## src/rtl/ima_adpcm_block_decoder_macros.svh

```systemverilog
// assertion helpers, sampled on clk_i and disabled while rst_ni is low
`ifndef IMA_ADPCM_BLOCK_DECODER_MACROS_SVH
`define IMA_ADPCM_BLOCK_DECODER_MACROS_SVH

`define IMADEC_ASSERT_ALWAYS(lbl, cond, msg) \
  lbl: assert property (@(posedge clk_i) disable iff (!rst_ni) (cond)) else $error(msg);

`define IMADEC_ASSERT_IMPLY(lbl, ante, cons, msg) \
  lbl: assert property (@(posedge clk_i) disable iff (!rst_ni) (ante) |-> (cons)) \
    else $error(msg);

`endif

```

## src/rtl/imadec_pkg.sv

```systemverilog
package imadec_pkg;

  localparam int COUNTER_WIDTH_DEF = 25;
  localparam int QUEUE_DEPTH       = 2;
  localparam int LOOP_W            = 24;
  localparam int RING_W            = 17;
  localparam int CFG_W             = 24;
  localparam int NUM_STEPS         = 89;

  localparam logic [6:0]         MAX_INDEX    = 7'd88;
  localparam logic signed [17:0] PRED_MAX     = 18'sd32767;
  localparam logic signed [17:0] PRED_MIN     = -18'sd32767;
  localparam logic [RING_W-1:0]  RING_LEN_RST = RING_W'(16384);

  localparam logic [0:0] REG_LOOP_SAMPLE = 1'b0;
  localparam logic [0:0] REG_RING_LENGTH = 1'b1;

  typedef enum logic {
    OP_HEADER,
    OP_DATA
  } op_kind_e;

  typedef struct packed {
    logic               cmd;
    logic signed [15:0] header_predictor;
    logic [7:0]         header_index;
    logic [7:0]         data_byte;
  } in_item_t;

  typedef struct packed {
    logic signed [15:0] sample;
    logic [15:0]        ring_index;
    logic               last_of_item;
    logic signed [15:0] loop_predictor_out;
    logic [6:0]         loop_index_out;
  } out_item_t;

  typedef struct packed {
    op_kind_e           kind;
    logic signed [15:0] predictor;
    logic [6:0]         index;
    logic [7:0]         codes;
  } op_t;

  typedef struct packed {
    logic [LOOP_W-1:0] loop_sample;
    logic [RING_W-1:0] ring_length;
  } cfg_t;

  localparam logic [15:0] STEP_TABLE [NUM_STEPS] = '{
    16'h0007, 16'h0008, 16'h0009, 16'h000A, 16'h000B, 16'h000C, 16'h000D, 16'h000E,
    16'h0010, 16'h0011, 16'h0013, 16'h0015, 16'h0017, 16'h0019, 16'h001C, 16'h001F,
    16'h0022, 16'h0025, 16'h0029, 16'h002D, 16'h0032, 16'h0037, 16'h003C, 16'h0042,
    16'h0049, 16'h0050, 16'h0058, 16'h0061, 16'h006B, 16'h0076, 16'h0082, 16'h008F,
    16'h009D, 16'h00AD, 16'h00BE, 16'h00D1, 16'h00E6, 16'h00FD, 16'h0117, 16'h0133,
    16'h0151, 16'h0173, 16'h0198, 16'h01C1, 16'h01EE, 16'h0220, 16'h0256, 16'h0292,
    16'h02D4, 16'h031C, 16'h036C, 16'h03C3, 16'h0424, 16'h048E, 16'h0502, 16'h0583,
    16'h0610, 16'h06AB, 16'h0756, 16'h0812, 16'h08E0, 16'h09C3, 16'h0ABD, 16'h0BD0,
    16'h0CFF, 16'h0E4C, 16'h0FBA, 16'h114C, 16'h1307, 16'h14EE, 16'h1706, 16'h1954,
    16'h1BDC, 16'h1EA5, 16'h21B6, 16'h2515, 16'h28CA, 16'h2CDF, 16'h315B, 16'h364B,
    16'h3BB9, 16'h41B2, 16'h4844, 16'h4F7E, 16'h5771, 16'h602F, 16'h69CE, 16'h7462,
    16'h7FFF
  };

  function automatic logic [15:0] step_of(logic [6:0] idx);
    logic [6:0] sel;
    sel = (idx > MAX_INDEX) ? MAX_INDEX : idx;
    return STEP_TABLE[sel];
  endfunction

  function automatic logic [6:0] next_index(logic [6:0] idx, logic [2:0] code);
    logic [7:0] up;
    logic [6:0] res;
    up = {1'b0, idx} + {5'd0, code[1:0], 1'b0} + 8'd2;
    if (!code[2]) begin
      res = (idx == 7'd0) ? 7'd0 : idx - 7'd1;
    end else begin
      res = (up > {1'b0, MAX_INDEX}) ? MAX_INDEX : up[6:0];
    end
    return res;
  endfunction

endpackage

```

## src/rtl/imadec_fifo.sv

```systemverilog
module imadec_fifo #(
  parameter int WIDTH = 8,
  parameter int DEPTH = 2
) (
  input  logic             clk_i,
  input  logic             rst_ni,
  input  logic             push_i,
  input  logic [WIDTH-1:0] data_i,
  output logic             full_o,
  input  logic             pop_i,
  output logic [WIDTH-1:0] data_o,
  output logic             empty_o
);

  localparam int PTR_W = (DEPTH > 1) ? $clog2(DEPTH) : 1;
  localparam int CNT_W = $clog2(DEPTH + 1);
  localparam logic [PTR_W-1:0] LAST_PTR = PTR_W'(DEPTH - 1);
  localparam logic [CNT_W-1:0] FULL_CNT = CNT_W'(DEPTH);

  logic [WIDTH-1:0] mem_q [DEPTH];
  logic [PTR_W-1:0] wr_ptr_q, wr_ptr_d, rd_ptr_q, rd_ptr_d;
  logic [CNT_W-1:0] cnt_q, cnt_d;
  logic             do_push, do_pop;

  assign full_o  = (cnt_q == FULL_CNT);
  assign empty_o = (cnt_q == '0);
  assign do_push = push_i && !full_o;
  assign do_pop  = pop_i && !empty_o;
  assign data_o  = mem_q[rd_ptr_q];

  always_comb begin
    wr_ptr_d = wr_ptr_q;
    rd_ptr_d = rd_ptr_q;
    cnt_d    = cnt_q;
    if (do_push) begin
      wr_ptr_d = (wr_ptr_q == LAST_PTR) ? '0 : wr_ptr_q + PTR_W'(1);
    end
    if (do_pop) begin
      rd_ptr_d = (rd_ptr_q == LAST_PTR) ? '0 : rd_ptr_q + PTR_W'(1);
    end
    if (do_push && !do_pop) begin
      cnt_d = cnt_q + CNT_W'(1);
    end else if (do_pop && !do_push) begin
      cnt_d = cnt_q - CNT_W'(1);
    end
  end

  always_ff @(posedge clk_i or negedge rst_ni) begin
    if (!rst_ni) begin
      wr_ptr_q <= '0;
      rd_ptr_q <= '0;
      cnt_q    <= '0;
    end else begin
      wr_ptr_q <= wr_ptr_d;
      rd_ptr_q <= rd_ptr_d;
      cnt_q    <= cnt_d;
    end
  end

  always_ff @(posedge clk_i) begin
    if (do_push) begin
      mem_q[wr_ptr_q] <= data_i;
    end
  end

endmodule

```

## src/rtl/imadec_front.sv

```systemverilog
module imadec_front #(
  parameter int DEPTH = imadec_pkg::QUEUE_DEPTH
) (
  input  logic                 clk_i,
  input  logic                 rst_ni,
  input  logic                 push_i,
  input  imadec_pkg::in_item_t item_i,
  output logic                 full_o,
  output imadec_pkg::op_t      op_o,
  output logic                 op_valid_o,
  input  logic                 op_pop_i
);

  import imadec_pkg::*;

  op_t  op_in;
  logic empty;

  // classify and clamp the header index before queueing
  always_comb begin
    op_in.kind      = item_i.cmd ? OP_DATA : OP_HEADER;
    op_in.predictor = item_i.header_predictor;
    op_in.index     = (item_i.header_index > {1'b0, MAX_INDEX}) ? MAX_INDEX
                                                                : item_i.header_index[6:0];
    op_in.codes     = item_i.data_byte;
  end

  imadec_fifo #(
    .WIDTH ($bits(op_t)),
    .DEPTH (DEPTH)
  ) u_op_queue (
    .clk_i   (clk_i),
    .rst_ni  (rst_ni),
    .push_i  (push_i),
    .data_i  (op_in),
    .full_o  (full_o),
    .pop_i   (op_pop_i),
    .data_o  (op_o),
    .empty_o (empty)
  );

  assign op_valid_o = !empty;

endmodule

```

## src/rtl/imadec_core.sv

```systemverilog
module imadec_core #(
  parameter int COUNTER_WIDTH = imadec_pkg::COUNTER_WIDTH_DEF
) (
  input  logic                  clk_i,
  input  logic                  rst_ni,
  input  imadec_pkg::cfg_t      cfg_i,
  input  imadec_pkg::op_t       op_i,
  input  logic                  op_valid_i,
  output logic                  op_pop_o,
  output logic                  out_push_o,
  output imadec_pkg::out_item_t out_o,
  input  logic                  out_full_i
);

  import imadec_pkg::*;

  localparam int CMP_W = (COUNTER_WIDTH > LOOP_W) ? COUNTER_WIDTH : LOOP_W;

  logic signed [15:0]     pred_q, pred_d, loop_pred_q, loop_pred_d;
  logic [6:0]             idx_q, idx_d, loop_idx_q, loop_idx_d;
  logic [15:0]            wpos_q, wpos_d;
  logic [COUNTER_WIDTH-1:0] cnt_q, cnt_d;
  logic                   phase_q, phase_d;

  logic                   fire, is_hdr, last, capture, count_up, wrap;
  logic [3:0]             code;
  logic [15:0]            step;
  logic [16:0]            diff, wpos_inc;
  logic signed [17:0]     sum;
  logic signed [15:0]     sat;
  logic [CMP_W-1:0]       cnt_ext, loop_ext;

  assign fire   = op_valid_i && !out_full_i;
  assign is_hdr = (op_i.kind == OP_HEADER);
  assign last   = is_hdr || phase_q;
  assign code   = phase_q ? op_i.codes[7:4] : op_i.codes[3:0];
  assign step   = step_of(idx_q);

  always_comb begin
    diff = {4'd0, step[15:3]};
    if (code[0]) diff = diff + {3'd0, step[15:2]};
    if (code[1]) diff = diff + {2'd0, step[15:1]};
    if (code[2]) diff = diff + {1'b0, step};
  end

  always_comb begin
    if (code[3]) begin
      sum = 18'(pred_q) - $signed({1'b0, diff});
      sat = (sum < PRED_MIN) ? PRED_MIN[15:0] : sum[15:0];
    end else begin
      sum = 18'(pred_q) + $signed({1'b0, diff});
      sat = (sum > PRED_MAX) ? PRED_MAX[15:0] : sum[15:0];
    end
  end

  assign pred_d = is_hdr ? op_i.predictor : sat;
  assign idx_d  = is_hdr ? op_i.index : next_index(idx_q, code[2:0]);

  // ring position and loop bookkeeping
  assign wpos_inc = {1'b0, wpos_q} + 17'd1;
  assign wrap     = (wpos_inc >= cfg_i.ring_length) || wpos_inc[16];
  assign wpos_d   = wrap ? '0 : wpos_inc[15:0];

  assign cnt_ext  = CMP_W'(cnt_q);
  assign loop_ext = CMP_W'(cfg_i.loop_sample);
  assign capture  = (cnt_ext == loop_ext);
  assign count_up = (cnt_ext <= loop_ext) && !(&cnt_q);
  assign cnt_d    = count_up ? cnt_q + COUNTER_WIDTH'(1) : cnt_q;

  assign loop_pred_d = capture ? pred_d : loop_pred_q;
  assign loop_idx_d  = capture ? idx_d : loop_idx_q;
  assign phase_d     = is_hdr ? 1'b0 : !phase_q;

  assign out_push_o = fire;
  assign op_pop_o   = fire && last;

  always_comb begin
    out_o.sample             = pred_d;
    out_o.ring_index         = wpos_q;
    out_o.last_of_item       = last;
    out_o.loop_predictor_out = loop_pred_d;
    out_o.loop_index_out     = loop_idx_d;
  end

  always_ff @(posedge clk_i or negedge rst_ni) begin
    if (!rst_ni) begin
      pred_q      <= '0;
      idx_q       <= '0;
      wpos_q      <= '0;
      cnt_q       <= '0;
      loop_pred_q <= '0;
      loop_idx_q  <= '0;
      phase_q     <= 1'b0;
    end else if (fire) begin
      pred_q      <= pred_d;
      idx_q       <= idx_d;
      wpos_q      <= wpos_d;
      cnt_q       <= cnt_d;
      loop_pred_q <= loop_pred_d;
      loop_idx_q  <= loop_idx_d;
      phase_q     <= phase_d;
    end
  end

endmodule

```

## src/rtl/ima_adpcm_block_decoder.sv

```systemverilog
// Block IMA ADPCM decoder. Items enter through a small input queue (push/full)
// and results leave through a small output queue (empty/pop). A header item
// yields one sample, a data byte yields two, low nibble first; the back-end
// datapath makes one sample per clock while the result queue has room, and an
// item leaves the input queue with its last sample. An item is registered in
// the input queue and its result in the result queue before it shows on the
// result ports. Configuration writes are meant for an idle block only.
module ima_adpcm_block_decoder #(
  parameter int COUNTER_WIDTH = imadec_pkg::COUNTER_WIDTH_DEF,
  parameter int QUEUE_DEPTH   = imadec_pkg::QUEUE_DEPTH
) (
  input  logic                         clk_i,
  input  logic                         rst_ni,
  input  logic                         cfg_we_i,
  input  logic [0:0]                   cfg_idx_i,
  input  logic [imadec_pkg::CFG_W-1:0] cfg_wdata_i,
  input  logic                         push,
  input  imadec_pkg::in_item_t         item_i,
  output logic                         full,
  output logic                         empty,
  input  logic                         pop,
  output imadec_pkg::out_item_t        result_o
);

  import imadec_pkg::*;

  cfg_t      cfg_q;
  op_t       op;
  logic      op_valid, op_pop, out_push, out_full;
  out_item_t out_item;

  always_ff @(posedge clk_i or negedge rst_ni) begin
    if (!rst_ni) begin
      cfg_q.loop_sample <= '0;
      cfg_q.ring_length <= RING_LEN_RST;
    end else if (cfg_we_i) begin
      case (cfg_idx_i)
        REG_LOOP_SAMPLE: cfg_q.loop_sample <= cfg_wdata_i[LOOP_W-1:0];
        REG_RING_LENGTH: cfg_q.ring_length <= cfg_wdata_i[RING_W-1:0];
        default: ;
      endcase
    end
  end

  imadec_front #(
    .DEPTH (QUEUE_DEPTH)
  ) u_front (
    .clk_i      (clk_i),
    .rst_ni     (rst_ni),
    .push_i     (push),
    .item_i     (item_i),
    .full_o     (full),
    .op_o       (op),
    .op_valid_o (op_valid),
    .op_pop_i   (op_pop)
  );

  imadec_core #(
    .COUNTER_WIDTH (COUNTER_WIDTH)
  ) u_core (
    .clk_i      (clk_i),
    .rst_ni     (rst_ni),
    .cfg_i      (cfg_q),
    .op_i       (op),
    .op_valid_i (op_valid),
    .op_pop_o   (op_pop),
    .out_push_o (out_push),
    .out_o      (out_item),
    .out_full_i (out_full)
  );

  imadec_fifo #(
    .WIDTH ($bits(out_item_t)),
    .DEPTH (QUEUE_DEPTH)
  ) u_result_queue (
    .clk_i   (clk_i),
    .rst_ni  (rst_ni),
    .push_i  (out_push),
    .data_i  (out_item),
    .full_o  (out_full),
    .pop_i   (pop),
    .data_o  (result_o),
    .empty_o (empty)
  );

`include "ima_adpcm_block_decoder_macros.svh"

  // a sample beat is only made when its op is present and the result queue has room
  `IMADEC_ASSERT_IMPLY(a_push_has_room, out_push, op_valid && !out_full, "beat without room")
  `IMADEC_ASSERT_IMPLY(a_pop_on_last, op_pop, out_push && out_item.last_of_item, "early retire")
  `IMADEC_ASSERT_IMPLY(a_loop_idx, !empty, result_o.loop_index_out <= MAX_INDEX, "bad loop index")

endmodule
```

## config.mk

```make
export PLATFORM = sky130hd
export DESIGN_NAME = ima_adpcm_block_decoder
export DESIGN_NICKNAME = d
export VERILOG_FILES = /design/src/rtl/imadec_pkg.sv /design/src/rtl/imadec_fifo.sv /design/src/rtl/imadec_front.sv /design/src/rtl/imadec_core.sv /design/src/rtl/ima_adpcm_block_decoder.sv
export VERILOG_INCLUDE_DIRS = /design/src /design/src/rtl
export SDC_FILE = /design/constraint.sdc
export NUM_CORES = 1
export LEC_CHECK = 0
export BUFFER_PORTS_ARGS = -buffer_cell sky130_fd_sc_hd__buf_2
export CAP_MARGIN = 20
export CORE_MARGIN = 4
export CORE_UTILIZATION = 33
export CTS_CLUSTER_SIZE = 25
export DETAILED_ROUTE_END_ITERATION = 8
export PLACE_DENSITY = 0.57
export SKIP_CTS_REPAIR_TIMING = 1
export SYNTH_ARGS = -nofsm -noshare
export SYNTH_HDL_FRONTEND = slang
export SYNTH_HIERARCHICAL = 1
export SYNTH_SLANG_ARGS = --single-unit
```

## constraint.sdc

```tcl
create_clock -name clk_i -period 13.5 [get_ports clk_i]
set_input_delay 0.675 -clock clk_i [delete_from_list [all_inputs] [get_ports clk_i]]
set_output_delay 0.675 -clock clk_i [all_outputs]
set_load 0.005 [all_outputs]
```

==> impl_metrics.csv, run 1 <==
group,metric,value,unit
worst_setup_path,crit_path_end,"u_result_queue/mem_q[0][16]$_DFFE_PP_",
routing,viasPerCell,5.30,
clock_tree,worstSkewPairLatency,560,ps
routing,drcViolationCount,0,
yosys,netlist.area_leader.share,0.264,
timing,drv_slew,0,
floorplanning,die_h,254,um
worst_setup_path,cp.required,13780,ps
floorplanning,die_width,254,um
placement,hpwl,40.0,mm
global_routing,overflow,0,
clock_tree,cts_buffers,38,
timing,finalCriticalPeriod,12570,ps
timing,relSlewSlack,0.298,
routing,route.vias.total,15000,
timing,setup_violations,0,
yosys,netlist_area,0.0200,mm2
worst_setup_path,cp_max_fo,18,
routing,drt_pre_antenna_iters,7,
yosys,async_flop_share,0.438,
worst_setup_path,crit-reg2reg-capture,"u_result_queue/mem_q[0][16]$_DFFE_PP_",
clock_tree,cts_buffer_depth,3,
yosys,yosysTopAreaCell,"edfxtp_1",
clock_tree,htreeDepth,2,
clock_tree,cts_tree,"built",
timing,hold_violations,0,
worst_hold_path,hold_path_class,"primary input to async pin",
routing,drt-total-wl,55.1,mm
worst_setup_path,start_kind,"flop",
worst_setup_path,cp.arrival,12850,ps
clock_tree,clock-sinks,313,
floorplanning,std_cell_rows,90,
worst_setup_path,path_class,"flop to flop",
yosys,synth-seq-cells,313,
final_layout,antenna_cells,0,
clock_tree,root_buffer,"clkbuf_16",
routing,ant_nets,0,
floorplanning,coreArea,0.0602,mm2
worst_setup_path,worst_r2r_path_depth,50,
run_status,status,"finished, final reports clean",
floorplanning,start_util,0.333,
yosys,syn_area_per_cell,10.4,um2
timing,fmax,79.5,MHz
global_routing,antenna_found_initial,1,
flow_run,drv_cap,0,
worst_setup_path,reg2reg_slack,930,ps
timing,timing.final.crit_share,0.931,
routing,routedWlPerCell,19.4,um
final_layout,drive_gt1_frac,0.194,
yosys,ys_warn_count,6,
worst_setup_path,r2r-start,"u_core/idx_q[1]$_DFFE_PN0P_",
timing,rsz0062_at_grt,"false",
global_routing,grt_pass1_wl,86.4,mm
final_layout,area_delta_synth_final,13.1,%
worst_setup_path,cpPeakStageDelay,730,ps
routing,drtIter0Drc,1176,
worst_setup_path,slowest_stage,"dfrtp_1",
global_routing,grt_start_max_net_pins,88,
yosys,syn_inst,1934,
worst_setup_path,end_kind,"flop",
yosys,synth_area_leaders,"edfxtp_1, dfrtp_1, ha_1, mux2_2, mux2_4",
timing,worst_pin_slew,1050,ps
global_routing,track_usage,0.169,
worst_setup_path,crit_cells,50,
worst_setup_path,cp-startpoint,"u_core/idx_q[1]$_DFFE_PN0P_",
final_layout,layout.nets,2233,
worst_setup_path,crit_buf_inv,4,
floorplanning,io_pins,121,
worst_setup_path,path_common_cell,"ha_1",
floorplanning,die_area,0.0647,mm2
placement,gp_congestion,0.893,
yosys,synth_edf_count,176,
timing,setup-tns-final,0,ps
timing,fin_worst_skew,27.9,ps
yosys,synthFlopType,"edfxtp_1",
clock_tree,path_clk_slew,60,ps
yosys,synth_cell_types,92,
placement,io_buffer_count,120,
global_routing,grt_pass1_vias,15200,
yosys,syn_nets,2139,
yosys,ys_seq_area_frac,0.435,
worst_setup_path,crit_family,"compound AO/OA/AOI/OAI gates",
[flip-flops by register name, summed over array words and instances (netlist names)]
signal	flops
u_result_queue/rd_ptr_q	1
u_result_queue/mem_q	112
u_front/u_op_queue/rd_ptr_q	1
u_core/loop_pred_q	16
u_front/u_op_queue/cnt_q	2
cfg_q	41
u_core/idx_q	7
u_core/pred_q	16
u_core/phase_q	1
u_result_queue/wr_ptr_q	1
u_front/u_op_queue/wr_ptr_q	1
u_core/loop_idx_q	7
u_front/u_op_queue/mem_q	64
u_core/wpos_q	16
u_result_queue/cnt_q	2
u_core/cnt_ext	25
[placed cells by master (no fill, tap or decap), types with 7 or more instances in the layout]
cell type / instances
ha_1: 136
buf_2: 119
nand4_1: 19
a21o_1: 36
nor3_1: 32
clkbuf_1: 7
nand2b_1: 26
dfrtp_1: 134
mux2_4: 61
edfxtp_1: 176
o21a_1: 17
a221oi_1: 7
inv_1: 130
mux2_2: 89
nor2b_1: 22
o31ai_1: 20
clkbuf_16: 38
a211oi_1: 9
a31oi_1: 17
and3_1: 21
mux2i_1: 21
o21ai_1: 8
nand3_1: 40
o21ai_0: 158
nand2_1: 160
a21oi_1: 107
and2_1: 10
xnor2_1: 57
o221ai_1: 11
nor2_1: 122
buf_4: 26
clkinv_2: 7
xor2_1: 45
o211ai_1: 14
[worst min-delay path by stage]
| stage | cells after the start | start | endpoint |
|---|---|---|---|
| final | 1 | rst_ni | cfg_q[39]$_DFFE_PN0P_ |
| after CTS | 1 | rst_ni | u_core/cnt_ext[9]$_DFFE_PN0P_ |
| after detailed placement | 2 | u_core/loop_idx_q[6]$_DFFE_PN0P_ | u_core/loop_idx_q[6]$_DFFE_PN0P_ |
| after floorplan | 0 | rst_ni | cfg_q[0]$_DFFE_PN0P_ |
| after global placement | 2 | u_core/loop_idx_q[6]$_DFFE_PN0P_ | u_core/loop_idx_q[6]$_DFFE_PN0P_ |
| after global routing | 1 | rst_ni | u_core/cnt_ext[4]$_DFFE_PN0P_ |
[cells in the mapped netlist, drive strengths merged, types with 3 or more instances]
cell type  number
nor4b           4
xor2           45
nor2b          23
clkbuf         62
a211o           5
a21boi          4
or2             7
o311ai          5
a221oi          7
inv           130
ha            136
mux2          150
or3             7
o21a           18
nand4          19
nor4            6
nand3          41
nand2b         27
o21bai          6
o221ai         12
a21o           37
and3           23
o21ai         166
a22o            3
buf            30
mux2i          22
dfrtp         136
a31oi          17
a21oi         110
o41ai           5
fa              6
nand4b          3
nand2         161
xnor2          57
o22ai           4
nor3           34
edfxtp        176
a211oi          9
o211ai         16
o31a            3
nor2          124
and2           10
a2111oi         7
nor3b           5
o31ai          20
[per-stage QoR]
stage	std cells	hold slack (ps)	area [um2]	util	setup slack (ps)
finish	2840	190	22700	0.376	927
global route	2840	265	22700	0.376	40.4
CTS	2840	214	22700	0.376	1130
detailed placement	2770	463	21400	0.355	1250
global placement	2770	457	21400	0.355	1730
floorplan	1934	379	20000	-	2860
[kinds of logic after synthesis]
kind of cell | after synthesis | synth area share
multiplexers | 173 | 0.108
XOR/XNOR | 102 | 0.0446
AO/OA/AOI/OAI | 482 | 0.154
buffers and inverters | 223 | 0.0485
AND/OR/NAND/NOR | 498 | 0.119
flip-flops | 313 | 0.435
adder cells (fa/ha/maj) | 143 | 0.0914
[worst register-to-register path, delay by kind of cell, from the launching register on]
kind	cells	cell delay, ps
compound gates	20	4770
xor+xnor	4	680
fa+ha+maj	7	2120
buf+inv	4	730
flops	1	730
mux	1	270
simple gates	14	2990
[final cells by class]
| class | instances | area (um2) |
|---|---|---|
| repair buffers | 146 | 802 |
| flip-flops and latches | 313 | 8720 |
| inverters | 131 | 492 |
| clock buffers | 51 | 1060 |
| multi-input cells | 1398 | 10400 |
| clock inverters | 19 | 220 |
| fillers | 5965 | 37600 |
| well taps | 782 | 978 |
[routing by layer]
layer  routed length [um]  vias to the layer above  global-route usage
met5                    0                        -                   0
met4                 2000                        0              0.0644
met3                 2940                      114              0.0278
met2                25200                      406               0.273
met1                24900                     7322               0.229
li1                     -                     7199                   -
Power of run 1 is not shown: default switching activity piles up to over one toggle a cycle in this logic, so the estimate is an artifact.
==> run 2: changes to the inputs <==
--- a/config.mk
+++ b/config.mk
@@ -8,13 +8,14 @@
 export LEC_CHECK = 0
 export BUFFER_PORTS_ARGS = -buffer_cell sky130_fd_sc_hd__buf_2
 export CAP_MARGIN = 20
+export CELL_PAD_IN_SITES_DETAIL_PLACEMENT = 1
+export CELL_PAD_IN_SITES_GLOBAL_PLACEMENT = 2
 export CORE_MARGIN = 4
 export CORE_UTILIZATION = 33
 export CTS_CLUSTER_SIZE = 25
 export DETAILED_ROUTE_END_ITERATION = 8
-export PLACE_DENSITY = 0.57
+export PLACE_DENSITY = 0.76
 export SKIP_CTS_REPAIR_TIMING = 1
 export SYNTH_ARGS = -nofsm -noshare
 export SYNTH_HDL_FRONTEND = slang
-export SYNTH_HIERARCHICAL = 1
 export SYNTH_SLANG_ARGS = --single-unit
==> impl_metrics.csv, run 2 <==
group,metric,value,unit
timing,setup_violations,0,
clock_tree,path_clk_slew,60,ps
global_routing,grt_start_max_net_pins,71,
yosys,ys_seq_area_frac,0.436,
yosys,netlist.area_leader.share,0.265,
timing,fmax,83.2,MHz
yosys,synth_commonest_cells,"nand2_1, edfxtp_1, o21ai_0",
worst_setup_path,cp.required,13910,ps
worst_setup_path,crit-reg2reg-capture,"u_result_queue.mem_q[0][18]$_DFFE_PP_",
clock_tree,cts_buffer_depth,3,
final_layout,drive_gt1_frac,0.168,
timing,hold_violations,0,
worst_setup_path,slowest_stage,"o31ai_1",
worst_setup_path,start_kind,"flop",
floorplanning,die_width,254,um
worst_setup_path,r2r-start,"u_core.idx_q[0]$_DFFE_PN0P_",
final_layout,final_common_cell,"nand2_1",
global_routing,grt_pass1_vias,16900,
yosys,yosysTopAreaCell,"edfxtp_1",
clock_tree,clock-sinks,313,
yosys,syn_inst,2017,
global_routing,antenna_found_initial,4,
worst_setup_path,cp_max_fo,15,
routing,route.vias.total,15900,
yosys,netlist_area,0.0200,mm2
final_layout,largest_reg_flops,112,
timing,fin_worst_skew,27.2,ps
worst_setup_path,end_kind,"flop",
floorplanning,start_util,0.336,
routing,drcViolationCount,0,
final_layout,reg_top3,"u_result_queue.mem_q (112), u_front.u_op_queue.mem_q (64), cfg_q (41)",
global_routing,overflow,0,
clock_tree,worstSkewPairLatency,560,ps
placement,io_buffer_count,120,
global_routing,track_usage,0.193,
clock_tree,cts_tree,"built",
final_layout,area_delta_synth_final,13.1,%
global_routing,grt_pass1_wl,97.9,mm
routing,routedWlPerCell,21.7,um
worst_setup_path,path_common_cell,"a21oi_1",
routing,drtIter0Drc,844,
routing,viasPerCell,5.46,
timing,timing.final.crit_share,0.890,
run_status,status,"finished, final reports clean",
yosys,synth_edf_count,176,
final_layout,layout_common_cells,"nand2_1, edfxtp_1, o21ai_0, nor2_1, ha_1",
flow_run,drv_cap,0,
final_layout,antenna_cells,0,
worst_setup_path,path_class,"flop to flop",
worst_setup_path,cpPeakStageDelay,800,ps
final_layout,layout.nets,2312,
timing,worst_pin_slew,1120,ps
worst_hold_path,hold_path_class,"primary input to async pin",
yosys,syn_nets,2223,
timing,drv_slew,0,
yosys,ys_warn_count,0,
routing,ant_nets,0,
placement,hpwl,46.6,mm
worst_setup_path,worst_r2r_path_depth,44,
yosys,synth-seq-cells,313,
routing,drt_pre_antenna_iters,5,
worst_setup_path,cp.arrival,12420,ps
floorplanning,die_h,254,um
routing,drt-total-wl,63.2,mm
yosys,async_flop_share,0.438,
final_layout,fillers,6719,
yosys,synthFlopType,"edfxtp_1",
yosys,syn_area_per_cell,9.90,um2
timing,rsz0062_at_grt,"false",
yosys,yosys.cell_count.top_type,"nand2_1",
timing,relSlewSlack,0.254,
final_layout,top_register,"u_result_queue.mem_q",
timing,fin_worst_hold_slack,136,ps
floorplanning,die_area,0.0645,mm2
timing,setup-tns-final,0,ps
worst_setup_path,reg2reg_slack,1490,ps
timing,finalCriticalPeriod,12010,ps
placement,gp_congestion,0.883,
clock_tree,htreeDepth,2,
clock_tree,root_buffer,"clkbuf_16",
clock_tree,cts_buffers,36,
yosys,synth_cell_types,83,
floorplanning,std_cell_rows,89,
floorplanning,io_pins,121,
yosys,synth_area_leaders,"edfxtp_1, dfrtp_1, ha_1, mux2_2, nand2_1",
floorplanning,coreArea,0.0595,mm2
## run 2: changes by cell type after synthesis, moves of 10 or more
| cell | change |
|---|---|
| nor2_1 | +22 |
| nor3_1 | +12 |
| a211oi_1 | +10 |
| inv_1 | -24 |
| o22ai_1 | +11 |
| and2_1 | +10 |
| clkbuf_1 | +29 |
| mux2i_1 | +15 |
| mux2_4 | -61 |
| a31oi_1 | +19 |
| nand2_1 | +59 |
| mux2_2 | +33 |
## run 2: layer usage
metal  GRT usage  vias up  wire (um)
met3      0.0298      103       2380
met5           0        -         16
met4      0.0592        4       1960
met2       0.331      290      30800
met1       0.252     7995      28100
li1            -     7494          -
## run 2: worst max-delay path by stage
stage / start / end / depth (start not counted)
finish: u_core.idx_q[0]$_DFFE_PN0P_ / u_result_queue.mem_q[0][18]$_DFFE_PP_ / 44
detailed placement: u_core.idx_q[0]$_DFFE_PN0P_ / u_result_queue.mem_q[0][18]$_DFFE_PP_ / 44
floorplan: u_core.idx_q[1]$_DFFE_PN0P_ / u_result_queue.mem_q[0][7]$_DFFE_PP_ / 45
CTS: u_core.idx_q[0]$_DFFE_PN0P_ / u_result_queue.mem_q[0][18]$_DFFE_PP_ / 44
global placement: u_core.idx_q[0]$_DFFE_PN0P_ / u_result_queue.mem_q[0][18]$_DFFE_PP_ / 44
global route: u_core.idx_q[0]$_DFFE_PN0P_ / u_result_queue.mem_q[1][18]$_DFFE_PP_ / 47
## run 2: critical path, delay by kind of cell (launching register included)
family / cells / cell delay, ps
AOI/OAI and AO/OA: 19 / 5600
adders and majority gates: 6 / 2490
and+or+nand+nor: 10 / 1630
muxes: 3 / 870
buffers and inverters: 3 / 500
DFF: 1 / 370
xor gates and xnor gates: 3 / 370
## run 2: layout make-up
cell class	count	area, um2	area share
inverter	109	409	0.0181
multi-input combinational	1490	10500	0.463
sequential	313	8720	0.386
timing repair buffer	156	905	0.0400
tap	773	967	0.0428
clock buffer	51	987	0.0437
clock inverter	15	139	0.00615
## run 2: cells by family (layout without fill, tap and decap cells)
family,after synthesis,in the layout,share of synthesized area
AO/OA/AOI/OAI,530,530,0.173
flip-flops,313,313,0.436
adder cells (fa/ha/maj),143,143,0.0919
multiplexers,160,160,0.0885
buffers and inverters,214,331,0.0412
AND/OR/NAND/NOR,555,555,0.125
XOR/XNOR,102,102,0.0447
## run 2: through the flow
step                 util  cell area (um2)  cells  setup slack, ps
floorplan               -            20000   2017             3850
global placement    0.360            21400   2839             2020
detailed placement  0.361            21500   2841             1650
CTS                 0.380            22600   2907             1590
global route        0.380            22600   2907              517
finish              0.380            22600   2907             1490
Power of run 2 is left out for the same reason.
